`config.mk`:
```
export PLATFORM = sky130hd
export DESIGN_NAME = rbsi_delay
export DESIGN_NICKNAME = d
export VERILOG_FILES = /design/src/hw/rtl/ray_box_slab_intersect_macros.svh /design/src/hw/rtl/rbsi_delay.sv
export SDC_FILE = /design/constraint.sdc
export NUM_CORES = 1
export LEC_CHECK = 0
export BUFFER_PORTS_ARGS = -buffer_cell sky130_fd_sc_hd__buf_4
export CAP_MARGIN = 20
export CORE_AREA = 5 5 42 44
export DETAILED_ROUTE_END_ITERATION = 6
export DIE_AREA = 0 0 47 49
export HOLD_SLACK_MARGIN = 0.08
export SETUP_SLACK_MARGIN = 0.1
export SYNTH_ARGS = -nofsm -noshare
export SYNTH_HDL_FRONTEND = slang
export SYNTH_SLANG_ARGS = --single-unit
```
`constraint.sdc`:
```
create_clock -name clk -period 0.8 [get_ports clk]
set_input_delay 0.16 -clock clk [delete_from_list [all_inputs] [get_ports clk]]
set_output_delay 0.16 -clock clk [all_outputs]
set_load 0.02 [all_outputs]
```
`src/hw/rtl/ray_box_slab_intersect_macros.svh`:
```
// Assertion macros for the ray box slab intersection block.
// Depends on a clk and an active-low rst_n in the module that uses them.
`ifndef RAY_BOX_SLAB_INTERSECT_MACROS_SVH
`define RAY_BOX_SLAB_INTERSECT_MACROS_SVH
`ifndef SYNTHESIS
`define RBSI_ASSERT_IMPL(label, ante, cons) \
    label: assert property (@(posedge clk) disable iff (!rst_n) (ante) |-> (cons)) \
        else $error("rbsi assertion failed");
`define RBSI_ASSERT_NEXT(label, ante, cons) \
    label: assert property (@(posedge clk) disable iff (!rst_n) (ante) |=> cons) \
        else $error("rbsi assertion failed");
`else
`define RBSI_ASSERT_IMPL(label, ante, cons)
`define RBSI_ASSERT_NEXT(label, ante, cons)
`endif
`endif

```
`src/hw/rtl/rbsi_delay.sv`:
```
// Delay line that carries a word and its valid bit alongside the divider pipeline.
// Depends on nothing but its parameters.
`default_nettype none
module rbsi_delay #(
    parameter int W     = 8,
    parameter int DEPTH = 2
) (
    input  wire logic         clk,
    input  wire logic         rst_n,
    input  wire logic         in_valid,
    input  wire logic [W-1:0] in_data,
    output logic              out_valid,
    output logic [W-1:0]      out_data
);

    logic [DEPTH-1:0] v_reg;
    logic [W-1:0]     d_reg [0:DEPTH-1];

    always_ff @(posedge clk or negedge rst_n)
    begin
        if (!rst_n)
        begin
            v_reg <= '0;
        end
        else
        begin
            v_reg <= {v_reg[DEPTH-2:0], in_valid};
        end
    end

    always_ff @(posedge clk)
    begin
        d_reg[0] <= in_data;
        for (int i = 1; i < DEPTH; i++)
        begin
            d_reg[i] <= d_reg[i-1];
        end
    end

    assign out_valid = v_reg[DEPTH-1];
    assign out_data  = d_reg[DEPTH-1];

endmodule
`default_nettype wire

```
# Yosys cells after proc, flatten, opt, wreduce, memory -nomap -nowiden
# Memory sizes are Yosys's and may differ from the RTL's.
# Index checks and enable logic that the tools add are counted.
[totals]
regBits = 2
ram_bits = 16
input_bits = 11
out_inout_bits = 9
wordCells = 2
n_memories = 1
[mem_list]
columns = ["name", "depth", "width", "read_ports", "rd_ports_with_merged_regs", "write_ports", "line_no", "rtl"]
rows = [
  ["d_reg", 2, 8, 2, 0, 2, "rbsi_delay.sv:17", "logic [W-1:0] d_reg [0:DEPTH-1];"],
]

# Logic depth before layout (Yosys ltp)
# Gate-level depths: netlist of the first run.
[depth]
word_depth = 0
depth_mapped = 1
ltp_nobuf = 0

# Worst setup path after synthesis of the first run
# No wires, ideal clock.
[synth_timing]
kind = "register to output"
start = "register v_reg[1]"
end = "output out_valid"
arrival_ps = 416
required_ps = 640
setup_slack_ps = 224
path_stages_with_launch = 1
path_buffers = 0
path_cell_list = "dfrtp_1"
[synth_lines]
columns = ["element", "line_no", "rtl"]
rows = [
  ["from (decl)", "rbsi_delay.sv:16", "logic [DEPTH-1:0] v_reg;"],
  ["from (signal assigned)", "rbsi_delay.sv:27", "v_reg <= {v_reg[DEPTH-2:0], in_valid};"],
  ["to (decl)", "rbsi_delay.sv:12", "output logic out_valid,"],
]
# No word-level cell between the ends.

# Worst setup path in the final report of the first run
[layout_timing]
start = "register v_reg[1]"
end = "output out_valid"
# No word-level cell between the ends.

==> impl_metrics.csv, run 1 <==
group,metric,value,unit
floorplan,die_area,0.00230,mm^2
sta,fin_worst_skew,0.00212,ns
synthesis,yosys-mux-area-fraction,0,%
worst_setup_path,end_kind,"output port",
sta,setup_viol,9,
clock_network,cts_tree,"done",
synthesis,synth_top_cell_area_share,74.4,%
sta,tightest_slew,0.0915,ns
synthesis,netlist_area,430,um^2
drt,via_per_inst,3.40,
synthesis,synth_cell_type_count,3,
floorplan,start_util,30.7,%
synthesis,yosys.area.top_type,"dfxtp_1",
clock_network,clk_latency,0.27,ns
sta,finalHoldViolCount,0,
global_routing,first_global_vias,267,
drt,drtPass1Iterations,1,
synthesis,synth_xor_area_share,0,%
sta,slew_headroom,93.9,%
synthesis,synth_top_family_by_area,"buffers and inverters",
cells_and_area,nets,63,
floorplan,fp.dieW,47,um
worst_setup_path,critPathKind,"flip-flop to output port",
sta,fin_crit_sh,118,%
outcome,violations,"negative setup slack",
worst_setup_path,worst_path_max_delay_cell,"dfrtp_1",
flow_run,maxCapViolations,0,
pwr,p_comb_share,9.7,%
sta,period_needed,0.945,ns
synthesis,synth_compound_area_share,0,%
cells_and_area,stdcell_count,67,
cells_and_area,fin_area,713,um^2
worst_setup_path,critPathBufInv,1,
sta,hold-worst-slack,0.201,ns
worst_setup_path,path_max_fanout,1,
drt,wire_per_inst,9.28,um
global_routing,grt_pass1_wl,1.13,mm
cells_and_area,syn2layout_area_growth,65.7,%
cells_and_area,layout_common_cells,"dlygate4sd3_1 (10), buf_4 (10), buf_6 (9), dfxtp_1 (8), dfxtp_2 (8)",
drt,wl,622,um
pwr,p_leak,0.324,nW
place,io_buffers,19,
pwr,p_total,1.64,mW
synthesis,synth.net_count,37,
synthesis,yosysSeqAreaShare,86.0,%
worst_setup_path,slowest_delay,0.38,ns
floorplan,ios,20,
global_routing,grt_antenna_before_repair,0,
place,pre_cts_slack,0.152,ns
drt,drcViolationCount,0,
sta,drv_slew,0,
drt,drtAntennaViolNets,0,
synthesis,synth-simple-area-share,0,%
clock_network,clock_path_buffers,2,
cells_and_area,multi_input_area,0,um^2
pwr,p_seq_share,58.9,%
place,dpl_cell_area,533,um^2
outcome,status,"finished with violations",
global_routing,track_usage,7.26,%
worst_setup_path,critPathLaunchType,"flip-flop",
synthesis,synth_area_leaders,"dfxtp_1 (74%), buf_4 (14%), dfrtp_1 (12%)",
pwr,p_int,1.33,mW
clock_network,clock-sinks,18,
min_path,min_path_type,"input pin to asynchronous set/reset pin",
place,place_inst,53,
drt,first_iter_violations,0,
drt,vias,228,
place,place.gp.congestion,0.589,
sta,rsz0062_at_grt,"true",
sta,setup_slack,-0.145,ns
floorplan,placementRows,14,
floorplan,fp.dieH,49,um
synthesis,synth_seq_cells,18,
worst_setup_path,crit_family,"flip-flops",
cells_and_area,multi_input_comb_cells,0,
clock_network,cts_buffers,3,
clock_network,clk_pin_slew_worst_paths,0.09,ns
cells_and_area,diodes,0,
synthesis,syn_area_per_cell,16.6,um^2
clock_network,cts_setup_buffers,0,
floorplan,core-area,0.00140,mm^2
synthesis,synthAdderAreaFrac,0,%
worst_setup_path,rrSetupSlack,0.33,ns
cells_and_area,drive_above_1_share,60.8,%
pwr,sw_frac_of_total,18.7,%
clock_network,cts_htree_levels,1,
synthesis,ys_warn_count,0,
worst_setup_path,arrival,0.78,ns
clock_network,cts-root-buf,"clkbuf_4",
pwr,power_density,2300,mW/mm^2
worst_setup_path,crit_chain,"buf_6",
sta,fmax,1060,MHz
global_routing,grt_max_degree,11,
global_routing,grt-ovfl-total,0,
pwr,switching_power,0.306,mW
cells_and_area,largest_reg_flops,16,
pwr,peakVddDrop,1.11,mV
synthesis,syn_inst,26,
worst_setup_path,cp.required,0.64,ns
pwr,clkPwrFrac,31.5,%
## final timing paths
kind,to,depth (start not counted),startpoint
setup / recovery,out_valid,1,v_reg[1]
hold / removal,v_reg[0],2,rst_n
setup reg to reg,v_reg[1],0,v_reg[0]
hold reg to reg,d_reg[0][15],0,d_reg[0][7]
max in group asynchronous,v_reg[1],2,rst_n
min in group clk,d_reg[0][15],0,d_reg[0][7]
## power by group through the flow
stage	sequential [mW]	combinational (mW)	clock, mW
floorplan	0.977	0.0580	0
finish	0.964	0.158	0.515
global placement	0.976	0.105	0
global route	0.970	0.169	0.577
detailed placement	0.977	0.106	0
CTS	0.964	0.159	0.537
## routing by layer
layer	share of wire, %	vias up	track usage, %
met3	6.8	0	3.69
met2	59	8	11.3
li1	-	122	-
met5	0	-	0
met4	0	0	5.53
met1	34	98	6.83
## through the flow
step | utilization, % | setup TNS [ns]
after floorplan | - | 0
after global placement | 38.0 | 0
after detailed placement | 38.0 | 0
after CTS | 50.9 | -0.909
after global routing | 50.9 | -1.14
final | 50.9 | -0.785
## synth_stat cells
master,number
buf_4,8
dfxtp_1,16
dfrtp_1,2
## cell families (layout without fill, tap and decap cells)
logic type	Yosys count	after routing
buffers and inverters	8	33
DFF	18	18
## area by class of cell
class | count | area [um^2]
clock buffer | 4 | 36.3
timing repair buffer | 29 | 277
tap | 16 | 20.0
sequential | 18 | 380
fill | 126 | 688
## repair_timing
action / 4_1_cts / 5_1_grt
endpoints found under the setup margin: 9 / 9
hold buffers: 10 / 0
gates resized for setup: 17 / 0
endpoints found under the hold margin: 11 / 0
Power figures use the tool's default switching activity.
==> run 2, diff against run 1 <==
--- a/config.mk
+++ b/config.mk
@@ -7,9 +7,10 @@
 export LEC_CHECK = 0
 export BUFFER_PORTS_ARGS = -buffer_cell sky130_fd_sc_hd__buf_4
 export CAP_MARGIN = 20
-export CORE_AREA = 5 5 42 44
+export CORE_ASPECT_RATIO = 1.2
+export CORE_MARGIN = 5
+export CORE_UTILIZATION = 27
 export DETAILED_ROUTE_END_ITERATION = 6
-export DIE_AREA = 0 0 47 49
 export HOLD_SLACK_MARGIN = 0.08
 export SETUP_SLACK_MARGIN = 0.1
 export SYNTH_ARGS = -nofsm -noshare
==> run 2 against run 1 <==
  * Final area increased by 0.18%
  * Via count is 4.4% higher
  * Worst setup slack worse by 0.013 ns
  * The flow still finishes with violations (negative setup slack)
  * Sequential cell count did not move
  * Largest power group unchanged
==> impl_metrics.csv, run 2 (synthesis results as in run 1) <==
group,metric,value,unit
global_routing,grt-ovfl-total,0,
worst_setup_path,arrival,0.80,ns
cells_and_area,nets,63,
cells_and_area,syn2layout_area_growth,66.0,%
drt,drcViolationCount,0,
cells_and_area,drive_above_1_share,60.8,%
pwr,peakVddDrop,0.927,mV
global_routing,grt_max_degree,11,
clock_network,clk_latency,0.28,ns
pwr,power_density,2310,mW/mm^2
drt,drtAntennaViolNets,0,
min_path,min_path_type,"input pin to asynchronous set/reset pin",
sta,slew_headroom,93.8,%
place,dp_hpwl,394,um
pwr,p_total,1.65,mW
clock_network,cts_htree_levels,1,
worst_setup_path,path_max_fanout,1,
place,pre_cts_slack,0.149,ns
floorplan,start_util,29.0,%
place,dpl_cell_area,534,um^2
sta,fmax,1040,MHz
cells_and_area,largest_reg_flops,16,
cells_and_area,multi_input_area,0,um^2
floorplan,core-area,0.00148,mm^2
clock_network,clock_path_buffers,2,
worst_setup_path,crit_chain,"buf_6",
worst_setup_path,end_kind,"output port",
flow_run,maxCapViolations,0,
pwr,p_leak,0.324,nW
drt,vias,238,
place,io_buffers,19,
drt,drtPass1Iterations,3,
drt,first_iter_violations,3,
clock_network,clk_pin_slew_worst_paths,0.09,ns
cells_and_area,fin_area,714,um^2
outcome,violations,"negative setup slack",
drt,wire_per_inst,9.35,um
cells_and_area,multi_input_comb_cells,0,
sta,drv_slew,0,
worst_setup_path,cp.required,0.64,ns
global_routing,grt_pass1_wl,1.06,mm
sta,period_needed,0.958,ns
global_routing,first_global_vias,273,
sta,tns,-0.839,ns
floorplan,ios,20,
cells_and_area,layout_common_cells,"dlygate4sd3_1 (10), buf_4 (10), buf_6 (9), dfxtp_1 (8), dfxtp_2 (8)",
worst_setup_path,worst_path_max_delay_cell,"dfrtp_1",
cells_and_area,diodes,0,
outcome,status,"finished with violations",
sta,setup_viol,9,
drt,wl,636,um
clock_network,cts_buffers,3,
sta,fin_worst_skew,0.00240,ns
floorplan,placementRows,15,
worst_setup_path,critPathBufInv,1,
drt,via_per_inst,3.50,
clock_network,clock-sinks,18,
worst_setup_path,crit_family,"flip-flops",
clock_network,cts_tree,"done",
clock_network,cts_setup_buffers,0,
worst_setup_path,slowest_delay,0.39,ns
global_routing,track_usage,6.38,%
sta,tightest_slew,0.0934,ns
worst_setup_path,critPathKind,"flip-flop to output port",
place,place.gp.congestion,0.563,
cells_and_area,utilization,48.2,%
floorplan,fp.dieW,46.4,um
global_routing,grt_antenna_before_repair,0,
sta,fin_crit_sh,120,%
sta,rsz0062_at_grt,"true",
floorplan,die_area,0.00250,mm^2
sta,finalHoldViolCount,0,
sta,setup_slack,-0.158,ns
clock_network,cts-root-buf,"clkbuf_4",
floorplan,fp.dieH,53.7,um
worst_setup_path,critPathLaunchType,"flip-flop",
==> run 2: what timing repair did <==
action / CTS / global route
gates resized for setup: 17 / 0
setup endpoints to repair: 9 / 9
hold buffers: 10 / 0
endpoints found under the hold margin: 11 / 0
==> run 2: worst paths after layout <==
check | cells past startpoint | to | from | slack (ns)
setup / recovery | 1 | out_valid | v_reg[1] | -0.16
hold / removal | 2 | v_reg[0] | rst_n | 0.19
setup reg to reg | 0 | v_reg[1] | v_reg[0] | 0.32
hold reg to reg | 0 | d_reg[0][8] | d_reg[0][0] | 0.33
max in group asynchronous | 2 | v_reg[1] | rst_n | 0.53
min in group clk | 0 | d_reg[0][8] | d_reg[0][0] | 0.33
==> run 2: area by class of cell <==
class / instances / area [um^2]
Fill cell: 122 / 768
Tap cell: 17 / 21.3
Timing Repair Buffer: 29 / 277
Sequential cell: 18 / 380
Clock buffer: 4 / 36.3
==> run 2: metrics by stage <==
step	cells	hold WS (ns)
after floorplan	26	-0.136
after global placement	54	-0.0580
after detailed placement	54	-0.0567
after CTS	68	0.163
after global routing	68	0.164
final	68	0.190
==> run 2: power by group <==
part           internal [mW]  switching, mW
clock network          0.277          0.249
registers              0.949         0.0148
logic                  0.105         0.0526
==> run 2: per-layer routing <==
layer  global-route usage (%)  up-vias  part of all wire, %
met3                     3.01        0                   11
met5                        0        -                    0
li1                         -      121                    -
met4                     4.27        0                    0
met2                     10.6       14                   54
met1                     6.15      103                   36
==> run 3, diff against run 2 <==
--- a/config.mk
+++ b/config.mk
@@ -7,7 +7,6 @@
 export LEC_CHECK = 0
 export BUFFER_PORTS_ARGS = -buffer_cell sky130_fd_sc_hd__buf_4
 export CAP_MARGIN = 20
-export CORE_ASPECT_RATIO = 1.2
 export CORE_MARGIN = 5
 export CORE_UTILIZATION = 27
 export DETAILED_ROUTE_END_ITERATION = 6
==> run 3 against run 2 <==
  * The run still ends with negative setup slack left
  * Final area fell by 0.18%
  * Non-clock buffer count unchanged
  * Cell count down 1.5%
  * Critical path type unchanged
  * Critical endpoint unchanged
  * Highest routed layer is now met4
==> impl_metrics.csv, run 3 (synthesis results as in run 1) <==
group,metric,value,unit
drt,drtPass1Iterations,1,
cells_and_area,diodes,0,
floorplan,core-area,0.00151,mm^2
cells_and_area,syn2layout_area_growth,65.7,%
pwr,peakVddDrop,0.628,mV
min_path,min_path_type,"input pin to asynchronous set/reset pin",
cells_and_area,layout_common_cells,"dlygate4sd3_1 (10), buf_4 (10), buf_6 (9), dfxtp_1 (8), dfxtp_2 (8)",
worst_setup_path,cp.required,0.64,ns
cells_and_area,nets,63,
sta,tightest_slew,0.0947,ns
worst_setup_path,r2r_cells,0,
cells_and_area,nFillCells,136,
sta,finalHoldViolCount,0,
global_routing,grt_max_degree,11,
sta,setup_viol,9,
worst_setup_path,worst_path_max_delay_cell,"dfrtp_1",
sta,tns,-0.782,ns
drt,wl,608,um
clock_network,cts_htree_levels,1,
worst_setup_path,path_max_fanout,1,
pwr,p_leak,0.324,nW
sta,fmax,1050,MHz
cells_and_area,multi_input_area,0,um^2
place,place.gp.congestion,0.551,
floorplan,start_util,28.6,%
floorplan,die_area,0.00249,mm^2
sta,fin_crit_sh,119,%
worst_setup_path,slowest_delay,0.39,ns
cells_and_area,fin_area,713,um^2
worst_setup_path,arrival,0.79,ns
floorplan,fp.dieW,49.9,um
worst_setup_path,rrSetupSlack,0.33,ns
sta,drv_slew,0,
place,io_buffers,19,
worst_setup_path,critPathBufInv,1,
clock_network,clock-sinks,18,
sta,slew_headroom,93.7,%
drt,first_iter_violations,0,
cells_and_area,largest_reg_flops,16,
global_routing,grt_pass1_wl,924,um
sta,rsz0062_at_grt,"true",
sta,period_needed,0.952,ns
worst_setup_path,crit_chain,"buf_6",
global_routing,track_usage,5.13,%
worst_setup_path,crit_family,"flip-flops",
floorplan,placementRows,14,
floorplan,fp.dieH,49.9,um
drt,drcViolationCount,0,
flow_run,maxCapViolations,0,
worst_setup_path,critPathLaunchType,"flip-flop",
pwr,power_density,2300,mW/mm^2
worst_setup_path,critPathKind,"flip-flop to output port",
clock_network,cts_tree,"done",
cells_and_area,multi_input_comb_cells,0,
clock_network,clk_latency,0.27,ns
sta,setup_slack,-0.152,ns
drt,vias,234,
worst_setup_path,end_kind,"output port",
clock_network,cts_setup_buffers,0,
global_routing,grt_antenna_before_repair,0,
global_routing,first_global_vias,211,
worst_setup_path,r2r-start,"v_reg[0]",
drt,drtAntennaViolNets,0,
pwr,p_total,1.64,mW
place,pre_cts_slack,0.147,ns
outcome,violations,"negative setup slack",
global_routing,grt-ovfl-total,0,
floorplan,ios,20,
cells_and_area,utilization,47.3,%
place,dpl_cell_area,533,um^2
clock_network,clk_pin_slew_worst_paths,0.09,ns
cells_and_area,drive_above_1_share,60.8,%
worst_setup_path,rr_endpoint,"v_reg[1]",
clock_network,cts-root-buf,"clkbuf_4",
drt,wire_per_inst,9.07,um
clock_network,clock_path_buffers,2,
clock_network,cts_buffers,3,
drt,via_per_inst,3.49,
sta,fin_worst_skew,0.000280,ns
outcome,status,"finished with violations",
## run 3: cell counts in the layout (fill, tap and decap cells not counted)
No cell type changed its count.
## run 3: report_power, final
group	switching (mW)	internal, mW	leakage (nW)
logic	0.0524	0.105	0.144
registers	0.0146	0.949	0.158
clock network	0.242	0.276	0.0210
total	0.309	1.33	0.324
## run 3: worst max-delay path by stage
stage	start	end	slack [ns]	cells after the start
finish	v_reg[1]	out_valid	-0.15	1
global route	v_reg[1]	out_valid	-0.18	1
CTS	v_reg[1]	out_valid	-0.16	1
detailed placement	v_reg[1]	out_valid	0.15	1
global placement	v_reg[1]	out_valid	0.16	1
floorplan	v_reg[1]	out_valid	0.22	0
## run 3: stage by stage
stage,hold WS [ns],cells
CTS,0.180,67
global route,0.188,67
floorplan,-0.136,26
finish,0.180,67
global placement,-0.0575,53
detailed placement,-0.0554,53
## run 3: layout make-up
class	count	area [um^2]	area share, %
Sequential cell	18	380	53.3
Clock buffer	4	36.3	5.09
Timing Repair Buffer	29	277	38.8
Tap cell	16	20.0	2.81
## run 3: timing repair
item	CTS	global route
endpoints found under the hold margin	11	0
gates resized for setup	17	0
setup endpoints to repair	9	9
pin swaps	0	0
hold buffers	10	0
## run 3: routing by layer
metal	wire length, um	GRT usage (%)
met1	221	4.96
met2	317	7.84
met3	39	0.301
met4	29	7.86
met5	0	0
